===== config.mk =====
export PLATFORM = sky130hd
export DESIGN_NAME = sensor_frame_plausibility_check
export DESIGN_NICKNAME = d
export VERILOG_FILES = /design/src/hw/rtl/sfpc_pkg.sv /design/src/hw/rtl/sfpc_front.sv /design/src/hw/rtl/sfpc_queue.sv /design/src/hw/rtl/sfpc_back.sv /design/src/hw/rtl/sensor_frame_plausibility_check.sv
export SDC_FILE = /design/constraint.sdc
export NUM_CORES = 1
export LEC_CHECK = 0
export BUFFER_PORTS_ARGS = -buffer_cell sky130_fd_sc_hd__buf_2
export CORE_UTILIZATION = 45
export CTS_BUF_LIST = sky130_fd_sc_hd__clkbuf_16
export CTS_CLUSTER_DIAMETER = 150
export DETAILED_ROUTE_END_ITERATION = 8
export PLACE_DENSITY = 0.71
export SYNTH_ARGS = -nofsm -noshare
export SYNTH_HDL_FRONTEND = slang
export SYNTH_SLANG_ARGS = --single-unit

===== constraint.sdc =====
create_clock -name clk -period 4.2 [get_ports clk]
set_clock_uncertainty 0.15 [all_clocks]
set_input_delay 0.21 -clock clk [delete_from_list [all_inputs] [get_ports clk]]
set_output_delay 0.21 -clock clk [all_outputs]
set_load 0.01 [all_outputs]

===== src/hw/rtl/sfpc_pkg.sv =====
// ============================================================================
// sfpc_pkg
// Types and constants shared by the sensor frame plausibility check modules.
// ============================================================================
package sfpc_pkg;

  // Event codes carried in the opcode field.
  localparam logic [1:0] OP_SAMPLE    = 2'd0;
  localparam logic [1:0] OP_CRC_ERR   = 2'd1;
  localparam logic [1:0] OP_MALFORMED = 2'd2;
  localparam logic [1:0] OP_DROPPED   = 2'd3;

  // Reading quality codes; anything at or above QUAL_INVALID is invalid.
  localparam logic [1:0] QUAL_GOOD     = 2'd0;
  localparam logic [1:0] QUAL_DEGRADED = 2'd1;
  localparam logic [1:0] QUAL_INVALID  = 2'd2;

  // Bit positions in fault_flags.
  localparam int unsigned FLAG_MALFORMED = 0;
  localparam int unsigned FLAG_CRC       = 1;
  localparam int unsigned FLAG_STALE     = 2;
  localparam int unsigned FLAG_JUMP      = 3;
  localparam int unsigned FLAG_RANGE     = 4;
  localparam int unsigned FLAG_INVALID   = 5;
  localparam int unsigned FLAG_DEGRADED  = 6;
  localparam int unsigned FLAG_DROPPED   = 7;

  // Service state codes.
  localparam logic [1:0] SVC_AVAILABLE   = 2'd0;
  localparam logic [1:0] SVC_UNAVAILABLE = 2'd1;
  localparam logic [1:0] SVC_DEGRADED    = 2'd2;

  // Configuration register indexes.
  localparam int unsigned CFG_IDX_W = 8;
  localparam logic [CFG_IDX_W-1:0] CFG_MAX_AGE   = 8'd0;
  localparam logic [CFG_IDX_W-1:0] CFG_MIN_DIST  = 8'd1;
  localparam logic [CFG_IDX_W-1:0] CFG_MAX_DIST  = 8'd2;
  localparam logic [CFG_IDX_W-1:0] CFG_THRESHOLD = 8'd3;

  // Configuration reset values.
  localparam logic [63:0] RST_MAX_AGE   = 64'd100000000;
  localparam logic [15:0] RST_MIN_DIST  = 16'd0;
  localparam logic [15:0] RST_MAX_DIST  = 16'd65535;
  localparam logic [7:0]  RST_THRESHOLD = 8'd3;

  localparam logic [7:0] RUN_MAX = 8'd255;

  // Depth of the queue between the classifier and the state stage.
  localparam int unsigned QUEUE_DEPTH = 2;

  typedef struct packed {
    logic [1:0]  opcode;
    logic [63:0] now_time;
    logic [63:0] sample_time;
    logic [7:0]  alive_count;
    logic [15:0] reading_distance;
    logic [1:0]  reading_quality;
  } in_item_t;

  typedef struct packed {
    logic [7:0]  fault_flags;
    logic [1:0]  service_state;
    logic        publish_valid;
    logic [15:0] publish_distance;
    logic [15:0] held_distance;
    logic [7:0]  fault_run;
    logic        degraded_request;
  } out_item_t;

  // Classified event handed from the front to the back.
  typedef struct packed {
    logic [7:0]  flags;
    logic [15:0] distance;
  } class_item_t;

  typedef struct packed {
    logic [63:0] max_sample_age;
    logic [15:0] min_distance;
    logic [15:0] max_distance;
    logic [7:0]  degraded_threshold;
  } cfg_t;

endpackage


===== src/hw/rtl/sfpc_front.sv =====
// ============================================================================
// sfpc_front
// Classifies each event into a fault bitmask and tracks the alive counter.
// ============================================================================
module sfpc_front (
  input  logic                 clk,
  input  logic                 rst_n,
  input  logic                 accept,
  input  sfpc_pkg::in_item_t   item,
  input  sfpc_pkg::cfg_t       cfg,
  output sfpc_pkg::class_item_t cls
);

  logic [7:0]  prev_counter_r;
  logic [7:0]  prev_counter_nxt;
  logic        seen_r;
  logic        seen_nxt;
  logic [64:0] age;
  logic        stale;
  logic        jump;
  logic        out_of_range;
  logic [7:0]  flags;

  // A borrow out of the age subtraction means the sample is from the future.
  assign age          = {1'b0, item.now_time} - {1'b0, item.sample_time};
  assign stale        = age[64] || (age[63:0] > cfg.max_sample_age);
  assign jump         = seen_r && (item.alive_count != (prev_counter_r + 8'd1));
  assign out_of_range = (item.reading_distance < cfg.min_distance) ||
                        (item.reading_distance > cfg.max_distance);

  always_comb begin
    flags = '0;
    case (item.opcode)
      sfpc_pkg::OP_CRC_ERR:   flags[sfpc_pkg::FLAG_CRC]       = 1'b1;
      sfpc_pkg::OP_MALFORMED: flags[sfpc_pkg::FLAG_MALFORMED] = 1'b1;
      sfpc_pkg::OP_DROPPED:   flags[sfpc_pkg::FLAG_DROPPED]   = 1'b1;
      default: begin
        flags[sfpc_pkg::FLAG_STALE] = stale;
        flags[sfpc_pkg::FLAG_JUMP]  = jump;
        flags[sfpc_pkg::FLAG_RANGE] = out_of_range;
        if (item.reading_quality >= sfpc_pkg::QUAL_INVALID) begin
          flags[sfpc_pkg::FLAG_INVALID] = 1'b1;
        end else if (item.reading_quality == sfpc_pkg::QUAL_DEGRADED) begin
          flags[sfpc_pkg::FLAG_DEGRADED] = 1'b1;
        end
      end
    endcase
  end

  assign cls.flags    = flags;
  assign cls.distance = item.reading_distance;

  // Every accepted decoded sample stores its counter, faulty or not.
  always_comb begin
    prev_counter_nxt = prev_counter_r;
    seen_nxt         = seen_r;
    if (accept && (item.opcode == sfpc_pkg::OP_SAMPLE)) begin
      prev_counter_nxt = item.alive_count;
      seen_nxt         = 1'b1;
    end
  end

  always_ff @(posedge clk) begin
    if (!rst_n) begin
      prev_counter_r <= '0;
      seen_r         <= 1'b0;
    end else begin
      prev_counter_r <= prev_counter_nxt;
      seen_r         <= seen_nxt;
    end
  end

endmodule


===== src/hw/rtl/sfpc_queue.sv =====
// ============================================================================
// sfpc_queue
// Small FIFO of classified events between the front and the back.
// ============================================================================
module sfpc_queue #(
  parameter int unsigned DEPTH = sfpc_pkg::QUEUE_DEPTH
) (
  input  logic                  clk,
  input  logic                  rst_n,
  input  logic                  push,
  input  sfpc_pkg::class_item_t push_data,
  output logic                  full,
  input  logic                  pop,
  output logic                  head_valid,
  output sfpc_pkg::class_item_t head_data
);

  localparam int unsigned PTR_W = (DEPTH > 1) ? $clog2(DEPTH) : 1;
  localparam int unsigned CNT_W = $clog2(DEPTH + 1);

  sfpc_pkg::class_item_t slot_r [DEPTH];
  logic [PTR_W-1:0] wr_ptr_r;
  logic [PTR_W-1:0] wr_ptr_nxt;
  logic [PTR_W-1:0] rd_ptr_r;
  logic [PTR_W-1:0] rd_ptr_nxt;
  logic [CNT_W-1:0] count_r;
  logic [CNT_W-1:0] count_nxt;

  assign full       = (count_r == CNT_W'(DEPTH));
  assign head_valid = (count_r != '0);
  assign head_data  = slot_r[rd_ptr_r];

  always_comb begin
    wr_ptr_nxt = wr_ptr_r;
    rd_ptr_nxt = rd_ptr_r;
    count_nxt  = count_r;
    if (push) begin
      wr_ptr_nxt = (wr_ptr_r == PTR_W'(DEPTH - 1)) ? '0 : wr_ptr_r + PTR_W'(1);
    end
    if (pop) begin
      rd_ptr_nxt = (rd_ptr_r == PTR_W'(DEPTH - 1)) ? '0 : rd_ptr_r + PTR_W'(1);
    end
    if (push && !pop) begin
      count_nxt = count_r + CNT_W'(1);
    end else if (pop && !push) begin
      count_nxt = count_r - CNT_W'(1);
    end
  end

  always_ff @(posedge clk) begin
    if (!rst_n) begin
      wr_ptr_r <= '0;
      rd_ptr_r <= '0;
      count_r  <= '0;
    end else begin
      wr_ptr_r <= wr_ptr_nxt;
      rd_ptr_r <= rd_ptr_nxt;
      count_r  <= count_nxt;
    end
  end

  always_ff @(posedge clk) begin
    if (push) begin
      slot_r[wr_ptr_r] <= push_data;
    end
  end

endmodule


===== src/hw/rtl/sfpc_back.sv =====
// ============================================================================
// sfpc_back
// Applies classified events to the fault run and held distance, and holds
// the result beat in the output register.
// ============================================================================
module sfpc_back (
  input  logic                  clk,
  input  logic                  rst_n,
  input  logic                  head_valid,
  input  sfpc_pkg::class_item_t head_data,
  output logic                  pop,
  input  logic [7:0]            threshold,
  output logic                  out_valid,
  input  logic                  out_stall,
  output sfpc_pkg::out_item_t   out_data
);

  logic                run_sat;
  logic [7:0]          fault_run_r;
  logic [7:0]          fault_run_nxt;
  logic [15:0]         last_good_r;
  logic [15:0]         last_good_nxt;
  logic                out_valid_r;
  logic                out_valid_nxt;
  sfpc_pkg::out_item_t out_data_r;
  sfpc_pkg::out_item_t out_data_nxt;
  logic [7:0]          run_inc;
  logic                req;
  logic                clean;

  // The output register refills in the same cycle it is emptied.
  assign pop     = head_valid && (!out_valid_r || !out_stall);
  assign clean   = (head_data.flags == '0);
  assign run_sat = (fault_run_r == sfpc_pkg::RUN_MAX);
  assign run_inc = run_sat ? fault_run_r : fault_run_r + 8'd1;
  assign req     = (run_inc >= threshold);

  always_comb begin
    fault_run_nxt = fault_run_r;
    last_good_nxt = last_good_r;
    out_valid_nxt = out_valid_r && out_stall;
    out_data_nxt  = out_data_r;
    if (pop) begin
      out_valid_nxt = 1'b1;
      if (clean) begin
        fault_run_nxt                 = '0;
        last_good_nxt                 = head_data.distance;
        out_data_nxt.fault_flags      = '0;
        out_data_nxt.service_state    = sfpc_pkg::SVC_AVAILABLE;
        out_data_nxt.publish_valid    = 1'b1;
        out_data_nxt.publish_distance = head_data.distance;
        out_data_nxt.held_distance    = head_data.distance;
        out_data_nxt.fault_run        = '0;
        out_data_nxt.degraded_request = 1'b0;
      end else begin
        fault_run_nxt                 = run_inc;
        out_data_nxt.fault_flags      = head_data.flags;
        out_data_nxt.service_state    = req ? sfpc_pkg::SVC_DEGRADED
                                            : sfpc_pkg::SVC_UNAVAILABLE;
        out_data_nxt.publish_valid    = 1'b0;
        out_data_nxt.publish_distance = '0;
        out_data_nxt.held_distance    = last_good_r;
        out_data_nxt.fault_run        = run_inc;
        out_data_nxt.degraded_request = req;
      end
    end
  end

  always_ff @(posedge clk) begin
    if (!rst_n) begin
      fault_run_r <= '0;
      last_good_r <= '0;
      out_valid_r <= 1'b0;
    end else begin
      fault_run_r <= fault_run_nxt;
      last_good_r <= last_good_nxt;
      out_valid_r <= out_valid_nxt;
    end
  end

  always_ff @(posedge clk) begin
    out_data_r <= out_data_nxt;
  end

  assign out_valid = out_valid_r;
  assign out_data  = out_data_r;

endmodule


===== src/hw/rtl/sensor_frame_plausibility_check.sv =====
// ============================================================================
// sensor_frame_plausibility_check
// Plausibility check of distance sensor events with fault run tracking.
// ============================================================================
// Usage:
// Each input beat (in_valid, in_stall, in_data) carries one event: a decoded
// sample, a CRC error, a malformed frame or a dropped frame. Each event gives
// exactly one result beat (out_valid, out_stall, out_data) with the fault
// flags, service state, published and held distance and fault run.
// The front classifies an event in the cycle it is accepted and writes it to
// a two-entry queue; the back applies it to the fault run and held distance
// and loads the output register. A result passes the queue and the output
// register; one event per cycle is taken while the receiver does not stall.
// When the receiver stalls, the output register holds its beat and the queue
// fills; in_stall rises once the queue is full and drops once an entry leaves.
// Configuration writes (cfg_valid, cfg_ready, cfg_index, cfg_data) are always
// taken, are meant for idle periods and ignore indexes beyond the register
// list. Synchronous reset restores the register defaults and clears the
// counter history, fault run, held distance and queue.
// ============================================================================
module sensor_frame_plausibility_check #(
  parameter int unsigned QUEUE_DEPTH = sfpc_pkg::QUEUE_DEPTH
) (
  input  logic                                clk,
  input  logic                                rst_n,
  input  logic                                in_valid,
  output logic                                in_stall,
  input  sfpc_pkg::in_item_t                  in_data,
  output logic                                out_valid,
  input  logic                                out_stall,
  output sfpc_pkg::out_item_t                 out_data,
  input  logic                                cfg_valid,
  output logic                                cfg_ready,
  input  logic [sfpc_pkg::CFG_IDX_W-1:0]      cfg_index,
  input  logic [63:0]                         cfg_data
);

  sfpc_pkg::cfg_t        cfg_r;
  sfpc_pkg::cfg_t        cfg_nxt;
  sfpc_pkg::class_item_t cls;
  sfpc_pkg::class_item_t head_data;
  logic                  accept;
  logic                  full;
  logic                  head_valid;
  logic                  pop;

  assign cfg_ready = 1'b1;

  always_comb begin
    cfg_nxt = cfg_r;
    if (cfg_valid && cfg_ready) begin
      case (cfg_index)
        sfpc_pkg::CFG_MAX_AGE:   cfg_nxt.max_sample_age     = cfg_data;
        sfpc_pkg::CFG_MIN_DIST:  cfg_nxt.min_distance       = cfg_data[15:0];
        sfpc_pkg::CFG_MAX_DIST:  cfg_nxt.max_distance       = cfg_data[15:0];
        sfpc_pkg::CFG_THRESHOLD: cfg_nxt.degraded_threshold = cfg_data[7:0];
        default: cfg_nxt = cfg_r;
      endcase
    end
  end

  always_ff @(posedge clk) begin
    if (!rst_n) begin
      cfg_r.max_sample_age     <= sfpc_pkg::RST_MAX_AGE;
      cfg_r.min_distance       <= sfpc_pkg::RST_MIN_DIST;
      cfg_r.max_distance       <= sfpc_pkg::RST_MAX_DIST;
      cfg_r.degraded_threshold <= sfpc_pkg::RST_THRESHOLD;
    end else begin
      cfg_r <= cfg_nxt;
    end
  end

  assign in_stall = full;
  assign accept   = in_valid && !in_stall;

  sfpc_front u_front (
    .clk    (clk),
    .rst_n  (rst_n),
    .accept (accept),
    .item   (in_data),
    .cfg    (cfg_r),
    .cls    (cls)
  );

  sfpc_queue #(
    .DEPTH (QUEUE_DEPTH)
  ) u_queue (
    .clk        (clk),
    .rst_n      (rst_n),
    .push       (accept),
    .push_data  (cls),
    .full       (full),
    .pop        (pop),
    .head_valid (head_valid),
    .head_data  (head_data)
  );

  sfpc_back u_back (
    .clk        (clk),
    .rst_n      (rst_n),
    .head_valid (head_valid),
    .head_data  (head_data),
    .pop        (pop),
    .threshold  (cfg_r.degraded_threshold),
    .out_valid  (out_valid),
    .out_stall  (out_stall),
    .out_data   (out_data)
  );

endmodule

==> run_results.csv <==
group,metric,value,unit
run_status,status,"complete, but fails checks",
run_status,violations,"negative setup slack",
floorplan,ioPinCount,288,
floorplan,die_w,188,um
cts,cts.htree.levels,1,
drt,drt-initial-drc-count,748,
synthesis,yosysUniqueCellTypes,70,
pwr,internal-power,5.48,mW
synthesis,ys_seq_elements,242,
placed_design,dpl.hpwl,33300,um
worst_hold_path,min-delay-start,"in_valid",
floorplan,start_util,0.461,
cts,root_buffer,"clkbuf_16",
critical_path,setup.worst_path.start,"in_data[90]",
critical_path,r2r-end,"u_back.out_data[0]",
sta,finalSetupViolCount,2,
cts,cts.sinks,242,
drt,ant_nets,0,
sta,fmax,0.238,GHz
synthesis,synth_warnings,0,
global_routing,grt_pass1_wl,69200,um
floorplan,die_h,188,um
cts,clk_pin_slew,0.06,ns
global_routing,met3_usage,0.0369,
synthesis,synthArstFlopShare,0,
placed_design,placed_area,18700,sq um
sta,maxSlewHeadroom,0.226,
worst_hold_path,holdCritPathClass,"in2reg",
drt,via_per_inst,5.26,
sta,rsz0062_at_grt,"yes",
sta,hold_ws,0.0367,ns
placed_design,gp_congestion,0.939,
critical_path,required,4.33,ns
layout,layout.nets,2701,
drt,drc,0,
sta,finalCritPeriodShare,1.00,
placed_design,port_buffers,286,
global_routing,grt_use_met1,0.293,
critical_path,critPathKind,"in2reg",
critical_path,worstPathArrival,4.34,ns
synthesis,synth_area,15600,sq um
cts,cts_tree,"done",
global_routing,grt-ovfl-total,0,
floorplan,core,33800,sq um
pwr,ir_drop,0.299,mV
floorplan,rows,67,
pwr,combPwrFrac,0.312,
floorplan,dieArea,35300,sq um
critical_path,r2r_slack,0.80,ns
critical_path,r2r-start,"u_back.fault_run_r[0]",
synthesis,syn_nets,2151,
drt,wire_per_inst,15.8,um
sta,fin_ws,-0.00846,ns
synthesis,synth_cells,1747,
cts,clkLatencyLatePin,0.55,ns
pwr,seqPwrFrac,0.372,
drt,firstDrtPassIters,5,
critical_path,start_kind,"input port",
run,drv_cap,0,
global_routing,grt_util_all_layers,0.240,
synthesis,synth_seq_area_share,0.375,
cts,cts_buffer_depth,3,
drt,wl,43900,um
global_routing,grt_max_degree,110,
pwr,power_per_cell_area,374,nW/um^2
pwr,p_leak,9.80,nW
critical_path,crit_fanout,2,
layout,syn_to_final_growth,35.9,%
global_routing,met2_usage,0.423,
pwr,clkPwrFrac,0.316,
sta,slew_violations,0,
sta,worstMarginPinSlew,1.16,ns
synthesis,synth_area_per_cell,8.91,sq um
sta,finalCriticalPeriod,4.21,ns
sta,hold_violations,0,
global_routing,grt_pass1_vias,14300,
critical_path,reg2reg_depth,16,
pwr,p_sw,2.44,mW
worst_hold_path,worstHoldEndpoint,"u_queue.wr_ptr_r",
global_routing,busiest_layer,"met2",
layout,design_area,21200,sq um
drt,num_vias,14600,
synthesis,synth-edff-count,99,
global_routing,antenna_found_initial,5,
critical_path,end_kind,"flip-flop",
cts,cts_buffers,27,
synthesis,ys.flop_type,"dfxtp_1",
pwr,switching_share,0.308,
worst_hold_path,hold_path_depth,4,
layout,final_layout_size_suffix_gt1_frac,0.258,
placed cells by master, fill, tap and decap left out, types with 6 or more instances in the layout:
master | Yosys | layout
a21oi_1 | 104 | 91
dfxtp_1 | 143 | 143
ha_1 | 170 | 166
inv_1 | 187 | 185
nor3_1 | 9 | 8
buf_4 | 2 | 194
mux2_2 | 9 | 9
xnor2_1 | 54 | 53
a21oi_2 | 2 | 15
o21ai_0 | 64 | 58
edfxtp_1 | 99 | 99
o211a_1 | 16 | 16
o211ai_1 | 42 | 42
nand3_1 | 26 | 26
nand2_1 | 222 | 221
buf_2 | 2 | 284
nor2_1 | 74 | 72
o21bai_1 | 9 | 9
nand2b_1 | 21 | 20
mux2i_1 | 48 | 48
o21a_1 | 10 | 10
nor2b_1 | 50 | 49
and2_1 | 19 | 19
or3_1 | 6 | 6
a21boi_0 | 67 | 66
xor2_1 | 26 | 26
and3_1 | 8 | 8
clkbuf_16 | 0 | 27
a21o_1 | 67 | 67
a31oi_1 | 8 | 7
o21ai_1 | 2 | 6
nand4_1 | 39 | 39
dlygate4sd3_1 | 0 | 112
nor4_1 | 13 | 9
Yosys cell counts, types with 4 or more instances:
master / n / area share
nor2b_1: 50 / 0.020
clkbuf_1: 61 / 0.015
and2_1: 19 / 0.0076
edfxtp_1: 99 / 0.19
a21oi_1: 104 / 0.033
o211ai_1: 42 / 0.020
o21bai_1: 9 / 0.0043
dfxtp_1: 143 / 0.18
a21boi_0: 67 / 0.032
o31ai_1: 5 / 0.0024
mux2i_1: 48 / 0.031
nand2b_1: 21 / 0.0084
nor3_1: 9 / 0.0029
a21o_1: 67 / 0.032
ha_1: 170 / 0.14
inv_1: 187 / 0.045
o21a_1: 10 / 0.0048
and3_1: 8 / 0.0032
a311oi_1: 4 / 0.0022
a211oi_1: 5 / 0.0024
o211a_1: 16 / 0.010
nor4_1: 13 / 0.0052
or3_1: 6 / 0.0024
nand2_1: 222 / 0.054
nor2_1: 74 / 0.018
nand3_1: 26 / 0.0084
a31oi_1: 8 / 0.0032
buf_1: 6 / 0.0014
mux2_2: 9 / 0.0065
o21ai_0: 64 / 0.021
nand4_1: 39 / 0.016
xnor2_1: 54 / 0.030
xor2_1: 26 / 0.015
a221oi_1: 4 / 0.0022
power groups by stage:
stage | clock [mW] | sequential, mW | combinational (mW)
after detailed placement | 0 | 3.00 | 2.30
after CTS | 2.54 | 2.95 | 2.42
after global placement | 0 | 2.99 | 2.26
after floorplan | 0 | 3.09 | 1.32
after global routing | 2.62 | 2.98 | 2.73
final | 2.50 | 2.95 | 2.47
metrics by stage:
stage	setup TNS (ns)	total power, mW	util	std cells	setup slack (ns)
2_1_floorplan	0	4.40	-	1747	0.0111
3_3_place_gp	-1.48	5.25	0.554	2594	-0.739
3_5_place_dp	-1.56	5.31	0.554	2594	-0.780
4_1_cts	-0.0106	7.92	0.620	2759	-0.00991
5_1_grt	-0.365	8.33	0.626	2768	-0.187
6_report	-0.00929	7.92	0.627	2770	-0.00846
worst max-delay path, stage by stage:
cell,delay [ns]
buf_6,0.10
inv_4,0.04
ha_4,0.14
inv_2,0.04
fa_2,0.38
a211oi_4,0.27
o21ai_2,0.09
nand2_2,0.10
o31ai_4,0.07
o31a_1,0.33
o21ai_4,0.21
o41ai_4,0.10
or4_4,0.44
a31o_1,0.20
a21oi_2,0.18
xnor2_2,0.09
ha_1,0.29
nand4_1,0.17
nor4_2,0.35
nand2_1,0.11
o211ai_1,0.24
o311ai_2,0.15
state kept, by name, indices dropped and copies added (netlist names), 2 cells and up, named ones only:
register                flops
u_back.out_data            51
u_queue.count_r             2
u_queue.slot_r             48
cfg_r                     104
u_back.fault_run_r          8
u_front.prev_counter_r      8
u_back.last_good_r         16
cells by family after synthesis:
kind of cell,Yosys count,share of synthesized area
simple gates,500,0.152
mux,57,0.0374
buf+inv,260,0.0638
fa+ha+maj,171,0.138
compound gates,436,0.189
other cells,1,0.000241
flops,242,0.375
xor+xnor,80,0.0450
repair_timing:
action,in CTS,in global routing
hold buffers,112,0
setup endpoints to repair,2,2
resized for setup,29,33
pin swaps,22,28
setup buffers,4,6
hold endpoints to repair,155,0
worst max path at each step:
stage / endpoint / slack [ns] / cells past startpoint
CTS: u_queue.slot_r[1][18] / -0.01 / 24
finish: u_queue.slot_r[1][18] / -0.008 / 22
floorplan: u_queue.slot_r[0][18] / 0.01 / 22
detailed placement: u_queue.slot_r[1][18] / -0.78 / 24
global placement: u_queue.slot_r[0][18] / -0.74 / 24
global route: u_queue.slot_r[1][18] / -0.19 / 23
layer usage:
layer / vias to the layer above / routed length [um]
met5: - / 10
met4: 2 / 1590
met3: 113 / 2490
met2: 502 / 21000
met1: 6715 / 18800
li1: 7227 / -
area by class of cell:
| class | count | area [sq um] |
|---|---|---|
| clock inverters | 22 | 270 |
| diodes | 5 | 12.5 |
| fillers | 2770 | 12600 |
| repair buffers | 593 | 4040 |
| inverters | 188 | 708 |
| clock buffers | 27 | 676 |
| well taps | 448 | 561 |
| flip-flops and latches | 242 | 5840 |
| multi-input cells | 1245 | 9060 |
Power figures use the tool's default switching activity.
